==> src/hw/rtl/content_type_header_parser_assert.svh <==
// assertion macros shared by the parser rtl
`ifndef CONTENT_TYPE_HEADER_PARSER_ASSERT_SVH
`define CONTENT_TYPE_HEADER_PARSER_ASSERT_SVH

// same-cycle implication
`define CTHP_ASSERT_IMPL(label, clk, rst, ante, cons) \
   label: assert property (@(posedge clk) disable iff (rst) (ante) |-> (cons)) \
      else $error("parser assertion failed");

// next-cycle implication
`define CTHP_ASSERT_NEXT(label, clk, rst, ante, cons) \
   label: assert property (@(posedge clk) disable iff (rst) (ante) |=> (cons)) \
      else $error("parser assertion failed");

`endif

==> src/hw/rtl/ctph_pkg.sv <==
package ctph_pkg;

   localparam int VALUE_DEPTH = 128;
   localparam int VD_AW = $clog2(VALUE_DEPTH);
   localparam int LEN_W = VD_AW + 1;
   localparam int IDX_W = 7;
   localparam int CMP_W = (LEN_W > IDX_W) ? LEN_W : IDX_W;
   localparam int CNT_W = 8;

   localparam int TYPE_N = 6;
   localparam int KEY_N = 2;
   localparam int TYPE_POS_W = 6;
   localparam int KEY_POS_W = 4;
   localparam logic [TYPE_POS_W-1:0] TYPE_POS_CAP = 6'd63;
   localparam logic [KEY_POS_W-1:0] KEY_POS_CAP = 4'd15;

   localparam logic [7:0] CH_SEMI = 8'h3B;
   localparam logic [7:0] CH_EQUAL = 8'h3D;

   typedef enum logic [1:0] {
      MODE_HEADER        = 2'd0,
      MODE_READ_CHARSET  = 2'd1,
      MODE_READ_BOUNDARY = 2'd2
   } mode_type;

   typedef enum logic [1:0] {
      PH_TYPE  = 2'd0,
      PH_KEY   = 2'd1,
      PH_VALUE = 2'd2,
      PH_STOP  = 2'd3
   } phase_type;

   typedef enum logic [1:0] {
      TGT_NONE     = 2'd0,
      TGT_CHARSET  = 2'd1,
      TGT_BOUNDARY = 2'd2
   } target_type;

   typedef enum logic [2:0] {
      TC_UNKNOWN    = 3'd0,
      TC_JSON       = 3'd1,
      TC_FORM       = 3'd2,
      TC_MULTIPART  = 3'd3,
      TC_TEXT_PLAIN = 3'd4,
      TC_APP_XML    = 3'd5,
      TC_TEXT_XML   = 3'd6
   } type_code_type;

   // literals left aligned, zero padded to the longest one
   localparam int LIT_MAX = 33;
   localparam int LIT_W = 8 * LIT_MAX;

   localparam logic [LIT_W-1:0] TYPE_LIT [TYPE_N] = '{
      {"application/json", 136'h0},
      "application/x-www-form-urlencoded",
      {"multipart/form-data", 112'h0},
      {"text/plain", 184'h0},
      {"application/xml", 144'h0},
      {"text/xml", 200'h0}
   };
   localparam logic [TYPE_POS_W-1:0] TYPE_LEN [TYPE_N] = '{
      6'd16, 6'd33, 6'd19, 6'd10, 6'd15, 6'd8
   };

   localparam logic [LIT_W-1:0] KEY_LIT [KEY_N] = '{
      {"charset", 208'h0},
      {"boundary", 200'h0}
   };
   localparam logic [TYPE_POS_W-1:0] KEY_LEN [KEY_N] = '{6'd7, 6'd8};

   function automatic logic is_blank(logic [7:0] c);
      return (c == 8'h20) || (c >= 8'h09 && c <= 8'h0D);
   endfunction

   function automatic logic [7:0] lower_ascii(logic [7:0] c);
      return (c >= 8'h41 && c <= 8'h5A) ? c + 8'h20 : c;
   endfunction

   function automatic logic lit_match(logic [LIT_W-1:0] lit, logic [TYPE_POS_W-1:0] len,
                                      logic [TYPE_POS_W-1:0] pos, logic [7:0] c);
      logic [LIT_W-1:0] sh;
      sh = lit << {pos, 3'b000};
      return (pos < len) && (sh[LIT_W-1 -: 8] == c);
   endfunction

   // first known type whose literal matched completely
   function automatic type_code_type type_class(logic [TYPE_N-1:0] mask,
                                                logic [TYPE_POS_W-1:0] pos);
      type_code_type r;
      r = TC_UNKNOWN;
      for (int i = TYPE_N - 1; i >= 0; i--) begin
         if (mask[i] && pos == TYPE_LEN[i]) begin
            r = type_code_type'(3'(i + 1));
         end
      end
      return r;
   endfunction

endpackage

==> src/hw/rtl/ctph_channels.sv <==
interface ctph_req_if;
   logic                       valid;
   logic                       ready;
   logic [1:0]                 mode;
   logic [7:0]                 data_byte;
   logic [ctph_pkg::IDX_W-1:0] read_index;
   logic                       last;

   modport source (output valid, mode, data_byte, read_index, last, input ready);
   modport sink (input valid, mode, data_byte, read_index, last, output ready);
endinterface

interface ctph_rsp_if;
   logic                       valid;
   logic                       ready;
   logic [7:0]                 read_byte;
   logic [2:0]                 type_code;
   logic [ctph_pkg::CNT_W-1:0] charset_count;
   logic [ctph_pkg::CNT_W-1:0] boundary_count;
   logic                       value_truncated;
   logic                       header_done;

   modport source (output valid, read_byte, type_code, charset_count, boundary_count,
                   value_truncated, header_done, input ready);
   modport sink (input valid, read_byte, type_code, charset_count, boundary_count,
                 value_truncated, header_done, output ready);
endinterface

==> src/hw/rtl/ctph_ram.sv <==
module ctph_ram #(
   parameter int WIDTH = 8,
   parameter int DEPTH = 128
) (
   input  logic                     clock,
   input  logic                     wr_en,
   input  logic [$clog2(DEPTH)-1:0] wr_addr,
   input  logic [WIDTH-1:0]         wr_data,
   input  logic                     rd_en,
   input  logic [$clog2(DEPTH)-1:0] rd_addr,
   output logic [WIDTH-1:0]         rd_data
);

   logic [WIDTH-1:0] mem [DEPTH];
   logic [WIDTH-1:0] rd_data_ff;

   always_ff @(posedge clock) begin
      if (wr_en) begin
         mem[wr_addr] <= wr_data;
      end
      if (rd_en) begin
         rd_data_ff <= mem[rd_addr];
      end
   end

   assign rd_data = rd_data_ff;

endmodule

==> src/hw/rtl/content_type_header_parser.sv <==
// Content-Type header parser. Takes one word per clock on req_bus, back to back, and gives
// exactly one result word per input word on rsp_bus, in the cycle after the word is accepted;
// req_bus.ready is high whenever the result register is empty or being taken in the same
// cycle, so a steady stream runs at one byte per clock. Header bytes (mode 0) update the
// parse state, and those of a charset or boundary value go into its RAM in the cycle they are
// accepted; read words (modes 1 and 2) fetch through the RAM's registered read port, so the
// read data lands together with the result register. The value RAMs are never cleared:
// reads at or past the stored length return zero, and no clearing pass follows reset.
`include "content_type_header_parser_assert.svh"

module content_type_header_parser (
   input logic         clock,
   input logic         reset,
   ctph_req_if.sink    req_bus,
   ctph_rsp_if.source  rsp_bus
);

   localparam logic [ctph_pkg::LEN_W-1:0] DEPTH_LEN = ctph_pkg::LEN_W'(ctph_pkg::VALUE_DEPTH);
   localparam logic [ctph_pkg::CMP_W-1:0] DEPTH_CMP = ctph_pkg::CMP_W'(ctph_pkg::VALUE_DEPTH);

   // parse state
   ctph_pkg::phase_type                    phase_ff, phase_in;
   logic [ctph_pkg::TYPE_N-1:0]            tmask_ff, tmask_in;
   logic [ctph_pkg::TYPE_POS_W-1:0]        tpos_ff, tpos_in;
   logic                                   tgap_ff, tgap_in;
   logic [ctph_pkg::KEY_N-1:0]             kmask_ff, kmask_in;
   logic [ctph_pkg::KEY_POS_W-1:0]         kpos_ff, kpos_in;
   logic                                   kgap_ff, kgap_in;
   ctph_pkg::target_type                   target_ff, target_in;
   logic [ctph_pkg::LEN_W-1:0]             wp_ff, wp_in;
   logic [ctph_pkg::LEN_W-1:0]             cs_len_ff, cs_len_in;
   logic [ctph_pkg::LEN_W-1:0]             bd_len_ff, bd_len_in;
   logic                                   trunc_ff, trunc_in;
   logic                                   hstart_ff, hstart_in;

   // result register
   logic                                   rsp_valid_ff, rsp_valid_in;
   ctph_pkg::target_type                   rd_sel_ff, rd_sel_in;
   ctph_pkg::type_code_type                type_code_ff, type_code_in;
   logic                                   done_ff, done_in;

   logic                                   req_fire;
   ctph_pkg::mode_type                     mode;
   logic [7:0]                             c, lc;
   logic                                   blank;
   logic [ctph_pkg::CMP_W-1:0]             idx_cmp;
   logic                                   cs_wr_en, bd_wr_en, cs_rd_en, bd_rd_en;
   logic [ctph_pkg::VD_AW-1:0]             wr_addr, rd_addr;
   logic [7:0]                             wr_data;
   logic [7:0]                             cs_q, bd_q;
   logic                                   in_stop;

   assign req_bus.ready = !rsp_valid_ff || rsp_bus.ready;
   assign req_fire      = req_bus.valid && req_bus.ready;
   assign mode          = ctph_pkg::mode_type'(req_bus.mode);
   assign c             = req_bus.data_byte;
   assign lc            = ctph_pkg::lower_ascii(c);
   assign blank         = ctph_pkg::is_blank(c);
   assign idx_cmp       = ctph_pkg::CMP_W'(req_bus.read_index);
   assign rd_addr       = ctph_pkg::VD_AW'(req_bus.read_index);

   always_comb begin
      phase_in  = phase_ff;
      tmask_in  = tmask_ff;
      tpos_in   = tpos_ff;
      tgap_in   = tgap_ff;
      kmask_in  = kmask_ff;
      kpos_in   = kpos_ff;
      kgap_in   = kgap_ff;
      target_in = target_ff;
      wp_in     = wp_ff;
      cs_len_in = cs_len_ff;
      bd_len_in = bd_len_ff;
      trunc_in  = trunc_ff;
      hstart_in = hstart_ff;
      cs_wr_en  = 1'b0;
      bd_wr_en  = 1'b0;
      cs_rd_en  = 1'b0;
      bd_rd_en  = 1'b0;
      wr_addr   = ctph_pkg::VD_AW'(wp_ff);
      wr_data   = c;
      rd_sel_in = ctph_pkg::TGT_NONE;
      done_in   = 1'b0;

      if (req_fire) begin
         unique case (mode)
            ctph_pkg::MODE_HEADER: begin
               if (hstart_ff) begin
                  phase_in  = ctph_pkg::PH_TYPE;
                  tmask_in  = '1;
                  tpos_in   = '0;
                  tgap_in   = 1'b0;
                  kmask_in  = '1;
                  kpos_in   = '0;
                  kgap_in   = 1'b0;
                  target_in = ctph_pkg::TGT_NONE;
                  wp_in     = '0;
                  cs_len_in = '0;
                  bd_len_in = '0;
                  trunc_in  = 1'b0;
               end
               hstart_in = req_bus.last;
               done_in   = req_bus.last;

               unique case (phase_in)
                  ctph_pkg::PH_TYPE: begin
                     if (c == ctph_pkg::CH_SEMI) begin
                        phase_in = ctph_pkg::PH_KEY;
                        kmask_in = '1;
                        kpos_in  = '0;
                        kgap_in  = 1'b0;
                     end else if (blank) begin
                        if (tpos_in != '0) begin
                           tgap_in = 1'b1;
                        end
                     end else begin
                        // blank inside the type kills every candidate
                        if (tgap_in) begin
                           tmask_in = '0;
                        end
                        for (int i = 0; i < ctph_pkg::TYPE_N; i++) begin
                           if (!ctph_pkg::lit_match(ctph_pkg::TYPE_LIT[i],
                                                    ctph_pkg::TYPE_LEN[i], tpos_in, lc)) begin
                              tmask_in[i] = 1'b0;
                           end
                        end
                        if (tpos_in < ctph_pkg::TYPE_POS_CAP) begin
                           tpos_in = tpos_in + 1'b1;
                        end
                     end
                  end
                  ctph_pkg::PH_KEY: begin
                     if (c == ctph_pkg::CH_SEMI) begin
                        phase_in = ctph_pkg::PH_STOP;
                     end else if (c == ctph_pkg::CH_EQUAL) begin
                        target_in = ctph_pkg::TGT_NONE;
                        if (kmask_in[0] &&
                            ctph_pkg::TYPE_POS_W'(kpos_in) == ctph_pkg::KEY_LEN[0]) begin
                           target_in = ctph_pkg::TGT_CHARSET;
                           cs_len_in = '0;
                        end else if (kmask_in[1] &&
                                     ctph_pkg::TYPE_POS_W'(kpos_in) == ctph_pkg::KEY_LEN[1]) begin
                           target_in = ctph_pkg::TGT_BOUNDARY;
                           bd_len_in = '0;
                        end
                        wp_in    = '0;
                        phase_in = ctph_pkg::PH_VALUE;
                     end else if (blank) begin
                        if (kpos_in != '0) begin
                           kgap_in = 1'b1;
                        end
                     end else begin
                        if (kgap_in) begin
                           kmask_in = '0;
                        end
                        for (int i = 0; i < ctph_pkg::KEY_N; i++) begin
                           if (!ctph_pkg::lit_match(ctph_pkg::KEY_LIT[i], ctph_pkg::KEY_LEN[i],
                                                    ctph_pkg::TYPE_POS_W'(kpos_in), lc)) begin
                              kmask_in[i] = 1'b0;
                           end
                        end
                        if (kpos_in < ctph_pkg::KEY_POS_CAP) begin
                           kpos_in = kpos_in + 1'b1;
                        end
                     end
                  end
                  ctph_pkg::PH_VALUE: begin
                     if (c == ctph_pkg::CH_SEMI) begin
                        target_in = ctph_pkg::TGT_NONE;
                        phase_in  = ctph_pkg::PH_KEY;
                        kmask_in  = '1;
                        kpos_in   = '0;
                        kgap_in   = 1'b0;
                     end else if (target_in != ctph_pkg::TGT_NONE &&
                                  !(blank && wp_in == '0)) begin
                        // leading blanks skipped, trailing blanks stored but not counted
                        if (wp_in < DEPTH_LEN) begin
                           wr_addr = ctph_pkg::VD_AW'(wp_in);
                           wp_in   = wp_in + 1'b1;
                           if (target_in == ctph_pkg::TGT_CHARSET) begin
                              cs_wr_en = 1'b1;
                              wr_data  = lc;
                              if (!blank) begin
                                 cs_len_in = wp_in;
                              end
                           end else begin
                              bd_wr_en = 1'b1;
                              if (!blank) begin
                                 bd_len_in = wp_in;
                              end
                           end
                        end else if (!blank) begin
                           trunc_in = 1'b1;
                           if (target_in == ctph_pkg::TGT_CHARSET) begin
                              cs_len_in = DEPTH_LEN;
                           end else begin
                              bd_len_in = DEPTH_LEN;
                           end
                        end
                     end
                  end
                  default: begin
                  end
               endcase
            end
            ctph_pkg::MODE_READ_CHARSET: begin
               cs_rd_en = 1'b1;
               if (idx_cmp < ctph_pkg::CMP_W'(cs_len_ff) && idx_cmp < DEPTH_CMP) begin
                  rd_sel_in = ctph_pkg::TGT_CHARSET;
               end
            end
            ctph_pkg::MODE_READ_BOUNDARY: begin
               bd_rd_en = 1'b1;
               if (idx_cmp < ctph_pkg::CMP_W'(bd_len_ff) && idx_cmp < DEPTH_CMP) begin
                  rd_sel_in = ctph_pkg::TGT_BOUNDARY;
               end
            end
            default: begin
            end
         endcase
      end

      type_code_in = ctph_pkg::type_class(tmask_in, tpos_in);
      rsp_valid_in = req_fire ? 1'b1 : (rsp_bus.ready ? 1'b0 : rsp_valid_ff);
   end

   always_ff @(posedge clock) begin
      if (reset) begin
         phase_ff     <= ctph_pkg::PH_TYPE;
         tmask_ff     <= '1;
         tpos_ff      <= '0;
         tgap_ff      <= 1'b0;
         kmask_ff     <= '1;
         kpos_ff      <= '0;
         kgap_ff      <= 1'b0;
         target_ff    <= ctph_pkg::TGT_NONE;
         wp_ff        <= '0;
         cs_len_ff    <= '0;
         bd_len_ff    <= '0;
         trunc_ff     <= 1'b0;
         hstart_ff    <= 1'b1;
         rsp_valid_ff <= 1'b0;
      end else begin
         phase_ff     <= phase_in;
         tmask_ff     <= tmask_in;
         tpos_ff      <= tpos_in;
         tgap_ff      <= tgap_in;
         kmask_ff     <= kmask_in;
         kpos_ff      <= kpos_in;
         kgap_ff      <= kgap_in;
         target_ff    <= target_in;
         wp_ff        <= wp_in;
         cs_len_ff    <= cs_len_in;
         bd_len_ff    <= bd_len_in;
         trunc_ff     <= trunc_in;
         hstart_ff    <= hstart_in;
         rsp_valid_ff <= rsp_valid_in;
      end
   end

   // result payload, loaded with each accepted word
   always_ff @(posedge clock) begin
      if (req_fire) begin
         rd_sel_ff    <= rd_sel_in;
         type_code_ff <= type_code_in;
         done_ff      <= done_in;
      end
   end

   ctph_ram #(
      .WIDTH (8),
      .DEPTH (ctph_pkg::VALUE_DEPTH)
   ) u_charset_ram (
      .clock   (clock),
      .wr_en   (cs_wr_en),
      .wr_addr (wr_addr),
      .wr_data (wr_data),
      .rd_en   (cs_rd_en),
      .rd_addr (rd_addr),
      .rd_data (cs_q)
   );

   ctph_ram #(
      .WIDTH (8),
      .DEPTH (ctph_pkg::VALUE_DEPTH)
   ) u_boundary_ram (
      .clock   (clock),
      .wr_en   (bd_wr_en),
      .wr_addr (wr_addr),
      .wr_data (wr_data),
      .rd_en   (bd_rd_en),
      .rd_addr (rd_addr),
      .rd_data (bd_q)
   );

   // counts and flag reflect the state after the word, which the state registers now hold
   assign rsp_bus.valid           = rsp_valid_ff;
   assign rsp_bus.read_byte       = (rd_sel_ff == ctph_pkg::TGT_CHARSET)  ? cs_q :
                                    (rd_sel_ff == ctph_pkg::TGT_BOUNDARY) ? bd_q : 8'h00;
   assign rsp_bus.type_code       = type_code_ff;
   assign rsp_bus.charset_count   = ctph_pkg::CNT_W'(cs_len_ff);
   assign rsp_bus.boundary_count  = ctph_pkg::CNT_W'(bd_len_ff);
   assign rsp_bus.value_truncated = trunc_ff;
   assign rsp_bus.header_done     = done_ff;

   assign in_stop = (phase_ff == ctph_pkg::PH_STOP);

   `CTHP_ASSERT_IMPL(a_wp_bound, clock, reset, 1'b1, wp_ff <= DEPTH_LEN)
   `CTHP_ASSERT_IMPL(a_cs_len_wp, clock, reset, target_ff == ctph_pkg::TGT_CHARSET, cs_len_ff <= wp_ff)
   `CTHP_ASSERT_IMPL(a_bd_len_wp, clock, reset, target_ff == ctph_pkg::TGT_BOUNDARY, bd_len_ff <= wp_ff)
   `CTHP_ASSERT_NEXT(a_stop_holds, clock, reset, in_stop && !hstart_ff, in_stop)

endmodule
==> src/flat_wrapper.sv <==
// flat-port wrapper written by rule: the top's interface ports become plain ports
module content_type_header_parser_flat 
  (clock, reset, req_bus_valid, req_bus_mode, req_bus_data_byte, req_bus_read_index, req_bus_last, req_bus_ready, rsp_bus_valid, rsp_bus_read_byte, rsp_bus_type_code, rsp_bus_charset_count, rsp_bus_boundary_count, rsp_bus_value_truncated, rsp_bus_header_done, rsp_bus_ready);
  ctph_req_if req_bus_i ();
  ctph_rsp_if rsp_bus_i ();
  input logic clock;
  input logic reset;
  input wire logic [$bits(req_bus_i.valid)-1:0] req_bus_valid;
  input wire logic [$bits(req_bus_i.mode)-1:0] req_bus_mode;
  input wire logic [$bits(req_bus_i.data_byte)-1:0] req_bus_data_byte;
  input wire logic [$bits(req_bus_i.read_index)-1:0] req_bus_read_index;
  input wire logic [$bits(req_bus_i.last)-1:0] req_bus_last;
  output wire logic [$bits(req_bus_i.ready)-1:0] req_bus_ready;
  output wire logic [$bits(rsp_bus_i.valid)-1:0] rsp_bus_valid;
  output wire logic [$bits(rsp_bus_i.read_byte)-1:0] rsp_bus_read_byte;
  output wire logic [$bits(rsp_bus_i.type_code)-1:0] rsp_bus_type_code;
  output wire logic [$bits(rsp_bus_i.charset_count)-1:0] rsp_bus_charset_count;
  output wire logic [$bits(rsp_bus_i.boundary_count)-1:0] rsp_bus_boundary_count;
  output wire logic [$bits(rsp_bus_i.value_truncated)-1:0] rsp_bus_value_truncated;
  output wire logic [$bits(rsp_bus_i.header_done)-1:0] rsp_bus_header_done;
  input wire logic [$bits(rsp_bus_i.ready)-1:0] rsp_bus_ready;
  assign req_bus_i.valid = req_bus_valid;
  assign req_bus_i.mode = req_bus_mode;
  assign req_bus_i.data_byte = req_bus_data_byte;
  assign req_bus_i.read_index = req_bus_read_index;
  assign req_bus_i.last = req_bus_last;
  assign req_bus_ready = req_bus_i.ready;
  assign rsp_bus_valid = rsp_bus_i.valid;
  assign rsp_bus_read_byte = rsp_bus_i.read_byte;
  assign rsp_bus_type_code = rsp_bus_i.type_code;
  assign rsp_bus_charset_count = rsp_bus_i.charset_count;
  assign rsp_bus_boundary_count = rsp_bus_i.boundary_count;
  assign rsp_bus_value_truncated = rsp_bus_i.value_truncated;
  assign rsp_bus_header_done = rsp_bus_i.header_done;
  assign rsp_bus_i.ready = rsp_bus_ready;
  content_type_header_parser u_core (.clock(clock), .reset(reset), .req_bus(req_bus_i), .rsp_bus(rsp_bus_i));
endmodule
==> config.mk <==
export PLATFORM = sky130hd
export DESIGN_NAME = content_type_header_parser_flat
export DESIGN_NICKNAME = d
export VERILOG_FILES = /design/src/hw/rtl/ctph_pkg.sv /design/src/hw/rtl/ctph_channels.sv /design/src/hw/rtl/ctph_ram.sv /design/src/hw/rtl/content_type_header_parser.sv /design/src/flat_wrapper.sv
export VERILOG_INCLUDE_DIRS = /design/src /design/src/hw/rtl
export SDC_FILE = /design/constraint.sdc
export NUM_CORES = 2
export LEC_CHECK = 0
export BUFFER_PORTS_ARGS = -buffer_cell sky130_fd_sc_hd__buf_2
export CAP_MARGIN = 20
export CORE_UTILIZATION = 57
export DETAILED_ROUTE_END_ITERATION = 7
export GPL_ROUTABILITY_DRIVEN = 0
export PLACE_DENSITY = 0.79
export SLEW_MARGIN = 5
export SYNTH_ARGS = -nofsm -noshare
export SYNTH_HDL_FRONTEND = slang
export SYNTH_HIERARCHICAL = 1
export SYNTH_SLANG_ARGS = --single-unit
==> constraint.sdc <==
create_clock -name clock -period 15.8 [get_ports clock]
set_input_delay 1.58 -clock clock [delete_from_list [all_inputs] [get_ports clock]]
set_output_delay 1.58 -clock clock [all_outputs]
set_load 0.005 [all_outputs]
==> run metrics <==
status=finished clean; row count=142; reg2reg start=u_core/hstart_ff; drt total wl=216 mm; post-synth cell types=89; crit path launch type=input port; Avg Inst Size Synth=20.6 um2; critical path arrival=6.41 ns; cts bufs inserted=198; Clock transition at path regs=0.06 ns; Final ANT Viol Nets=0; Core Region=0.150 mm2; worst vdd ir=0.000121 V; Resized Gates After CTS=0; crit path cell chain=buf_8 -> or4b_2 -> a21oi_1 -> o21ai_1 -> buf_4 -> o21ai_0 -> or3_1 -> inv_1 -> nor2b_1 -> nand2_1 -> nor2_1; crit-path max FO=133; Synth-to-Final Area Change=10.3%; FF-to-FF End=u_core/u_charset_ram/mem[106][2]; sequential area share after synthesis=0.735; dominant synthesized flop cell=edfxtp_1; Hold Path Depth=2; Max Root-Sink Buffers=3; initial antenna violation count=7; Post-CTS Hold Buffers=0; Power Density=121 mW/mm2; proportion of layout cells with a drive suffix above 1=0.256; Relative slew margins=0.0876; min-delay worst type=reg2reg; EDFF count, synth=2070; DIE HEIGHT=390 um; Sink Count=2121; setup repair bufs after CTS=0; slew at the pin with the worst max-slew slack=1.37 ns; Avg WL per Cell=33.7 um; vias in the first global route=44393; Crit-path slowest cell=nor2_1; Syn Inst Count=4170; Yosys reg bits=2121; largest net degree at the start of global routing=235; number of DRC markers in iteration 0=6674; vias per inst=6.96; Total Neg Setup Slack=0 ns; Peak Freq=0.167 GHz; fin worst setup slack=9.83 ns; Crit path largest cell delay=1.02 ns; design area=0.0947 mm2; Area after DPL=0.0883 mm2; WHS=0.460 ns; post-route clock skew=0.0395 ns; Reg2Reg Depth=11; Root Driver=clkbuf_16; vias=44749; IO buf count=52; TritonRoute pass-1 iters=7; Final min period=5.97 ns; CP Capture Type=flip-flop; leakage=29.1 nW; Worst-Skew Late Latency=0.83 ns; first-pass GRT wire length=313 mm; CTS tree=built; grt total ovfl=0; RSZ-0062 raised after global routing=false; HPWL Detailed=121 mm; num ports=53; GRT Total Usage=0.286; register-to-register setup slack=10.05 ns; Slew Limit Fails=0; ys async rst share=0; Final setup viols=0; total die area=0.152 mm2; Hold EP=u_core/phase_ff[1]; syn nets=4232; # DRC=0; dpl ws=8.86 ns; worst hold path startpoint=u_core/phase_ff[1]; Synth Cell Area=0.0859 mm2; Die Wd=390 um; Final period util=0.378; CP Class=in2reg; CP required=16.24 ns; fin nets=4304; depth of the CTS H-tree=4; initial core utilization=0.574; Synth Warn #=6; max_cap viols=0; Hold Fails Final Rpt=0; Tot Pwr=11.5 mW
==> synthesized netlist by cell type (all sizes together) (9+ instances only) <==
master	count	area (um2)
inv	44	165
nand2	84	315
buf	122	624
clkbuf	132	495
nand3b	11	82.6
edfxtp	2070	62200
dfxtp	51	1020
xnor2	32	280
a21o	15	113
nand4	15	93.8
ha	40	500
o22ai	9	70.1
nor3	37	185
a32oi	10	87.6
mux4	672	15100
o211ai	13	97.6
nand2b	23	144
and3	10	62.6
a21oi	74	370
a22o	13	114
and2	13	81.3
o21ai	67	350
nand3	53	265
a31oi	11	68.8
mux2	17	191
nor2b	28	175
nor2	340	1280
mux2i	9	90.1
a211oi	15	113
==> sequential cells by signal, summed over array words and instances, names as in the netlist, 2 cells and up <==
register,flops
u_core/wp_ff,8
u_core/phase_ff,2
u_core/target_ff,2
u_core/u_charset_ram/mem,1024
u_core/rsp_bus.boundary_count,8
u_core/tpos_ff,6
u_core/rsp_bus.charset_count,8
u_core/rsp_bus.type_code,3
u_core/tmask_ff,6
u_core/kmask_ff,2
u_core/u_charset_ram/rd_data,8
u_core/u_boundary_ram/rd_data,8
u_core/rd_sel_ff,2
u_core/kpos_ff,4
u_core/u_boundary_ram/mem,1024
==> worst max-delay path by stage <==
stage	start	to	slack, ns
floorplan	req_bus_mode[0]	u_core/u_boundary_ram/mem[0][7]	0.62
global placement	req_bus_read_index[0]	u_core/u_boundary_ram/rd_data[7]	8.92
detailed placement	req_bus_read_index[0]	u_core/u_boundary_ram/rd_data[6]	8.86
CTS	req_bus_read_index[0]	u_core/u_boundary_ram/rd_data[2]	9.70
global route	req_bus_read_index[0]	u_core/u_boundary_ram/rd_data[7]	9.49
finish	req_bus_data_byte[0]	u_core/u_charset_ram/mem[106][2]	9.83
==> power by group <==
part	internal [mW]	leakage, nW	switching [mW]
logic	0.221	6.98	0.333
registers	6.18	19.0	0.00656
clock network	2.64	3.10	2.08
total	9.04	29.1	2.42
==> worst max-delay path: cells and delay by family <==
kind	cells	cell delay, ns
buf+inv	3	1.18
simple gates	5	3.09
compound gates	3	0.46
==> cell families after synthesis <==
family / synth area share
flip-flops: 0.735
multiplexers: 0.179
AND/OR/NAND/NOR: 0.0358
AO/OA/AOI/OAI: 0.0242
buffers and inverters: 0.0151
XOR/XNOR: 0.00408
adder cells (fa/ha/maj): 0.00583
==> final cells by class <==
| cell class | instances | area (um2) |
|---|---|---|
| fillers | 9446 | 55100 |
| multi-input cells | 1748 | 21500 |
| well taps | 2016 | 2520 |
| repair buffers | 126 | 967 |
| clock buffers | 240 | 5150 |
| inverters | 47 | 176 |
| diodes | 1 | 2.50 |
| clock inverters | 126 | 1230 |
| flip-flops and latches | 2121 | 63200 |
==> metal layers <==
metal | track usage | share of wire
met1 | 0.386 | 0.35
met2 | 0.463 | 0.50
met3 | 0.0579 | 0.11
met4 | 0.115 | 0.045
met5 | 0 | 0.00024
==> layout by cell type, fill, tap and decap left out, types with 10 or more instances in the layout <==
cell,Yosys,routed
dfxtp_1,51,50
nor2b_1,28,28
and2_1,12,12
bufinv_16,0,19
buf_2,49,43
clkinv_1,3,49
nor2_1,340,340
edfxtp_1,2070,2070
a21oi_1,74,74
nand3_1,53,52
a21o_1,15,15
ha_1,40,40
and3_1,10,10
inv_1,44,44
clkbuf_1,132,40
o211ai_1,13,13
buf_4,18,69
a32oi_1,10,10
o21ai_0,63,60
nand3b_1,11,11
mux4_2,672,672
nor3_1,37,32
a211oi_1,15,15
clkinv_2,0,39
a22o_1,13,13
xnor2_1,32,32
nand2_1,84,84
nand4_1,15,15
nand2b_1,23,23
mux2_2,17,17
clkbuf_16,0,200
a31oi_1,11,11
==> metrics by stage <==
step	utilization	cells
global route	0.632	6424
detailed placement	0.590	6057
CTS	0.632	6423
finish	0.632	6425
floorplan	-	4170
global placement	0.590	6056
Note: power is estimated with default switching activity, not from simulation.
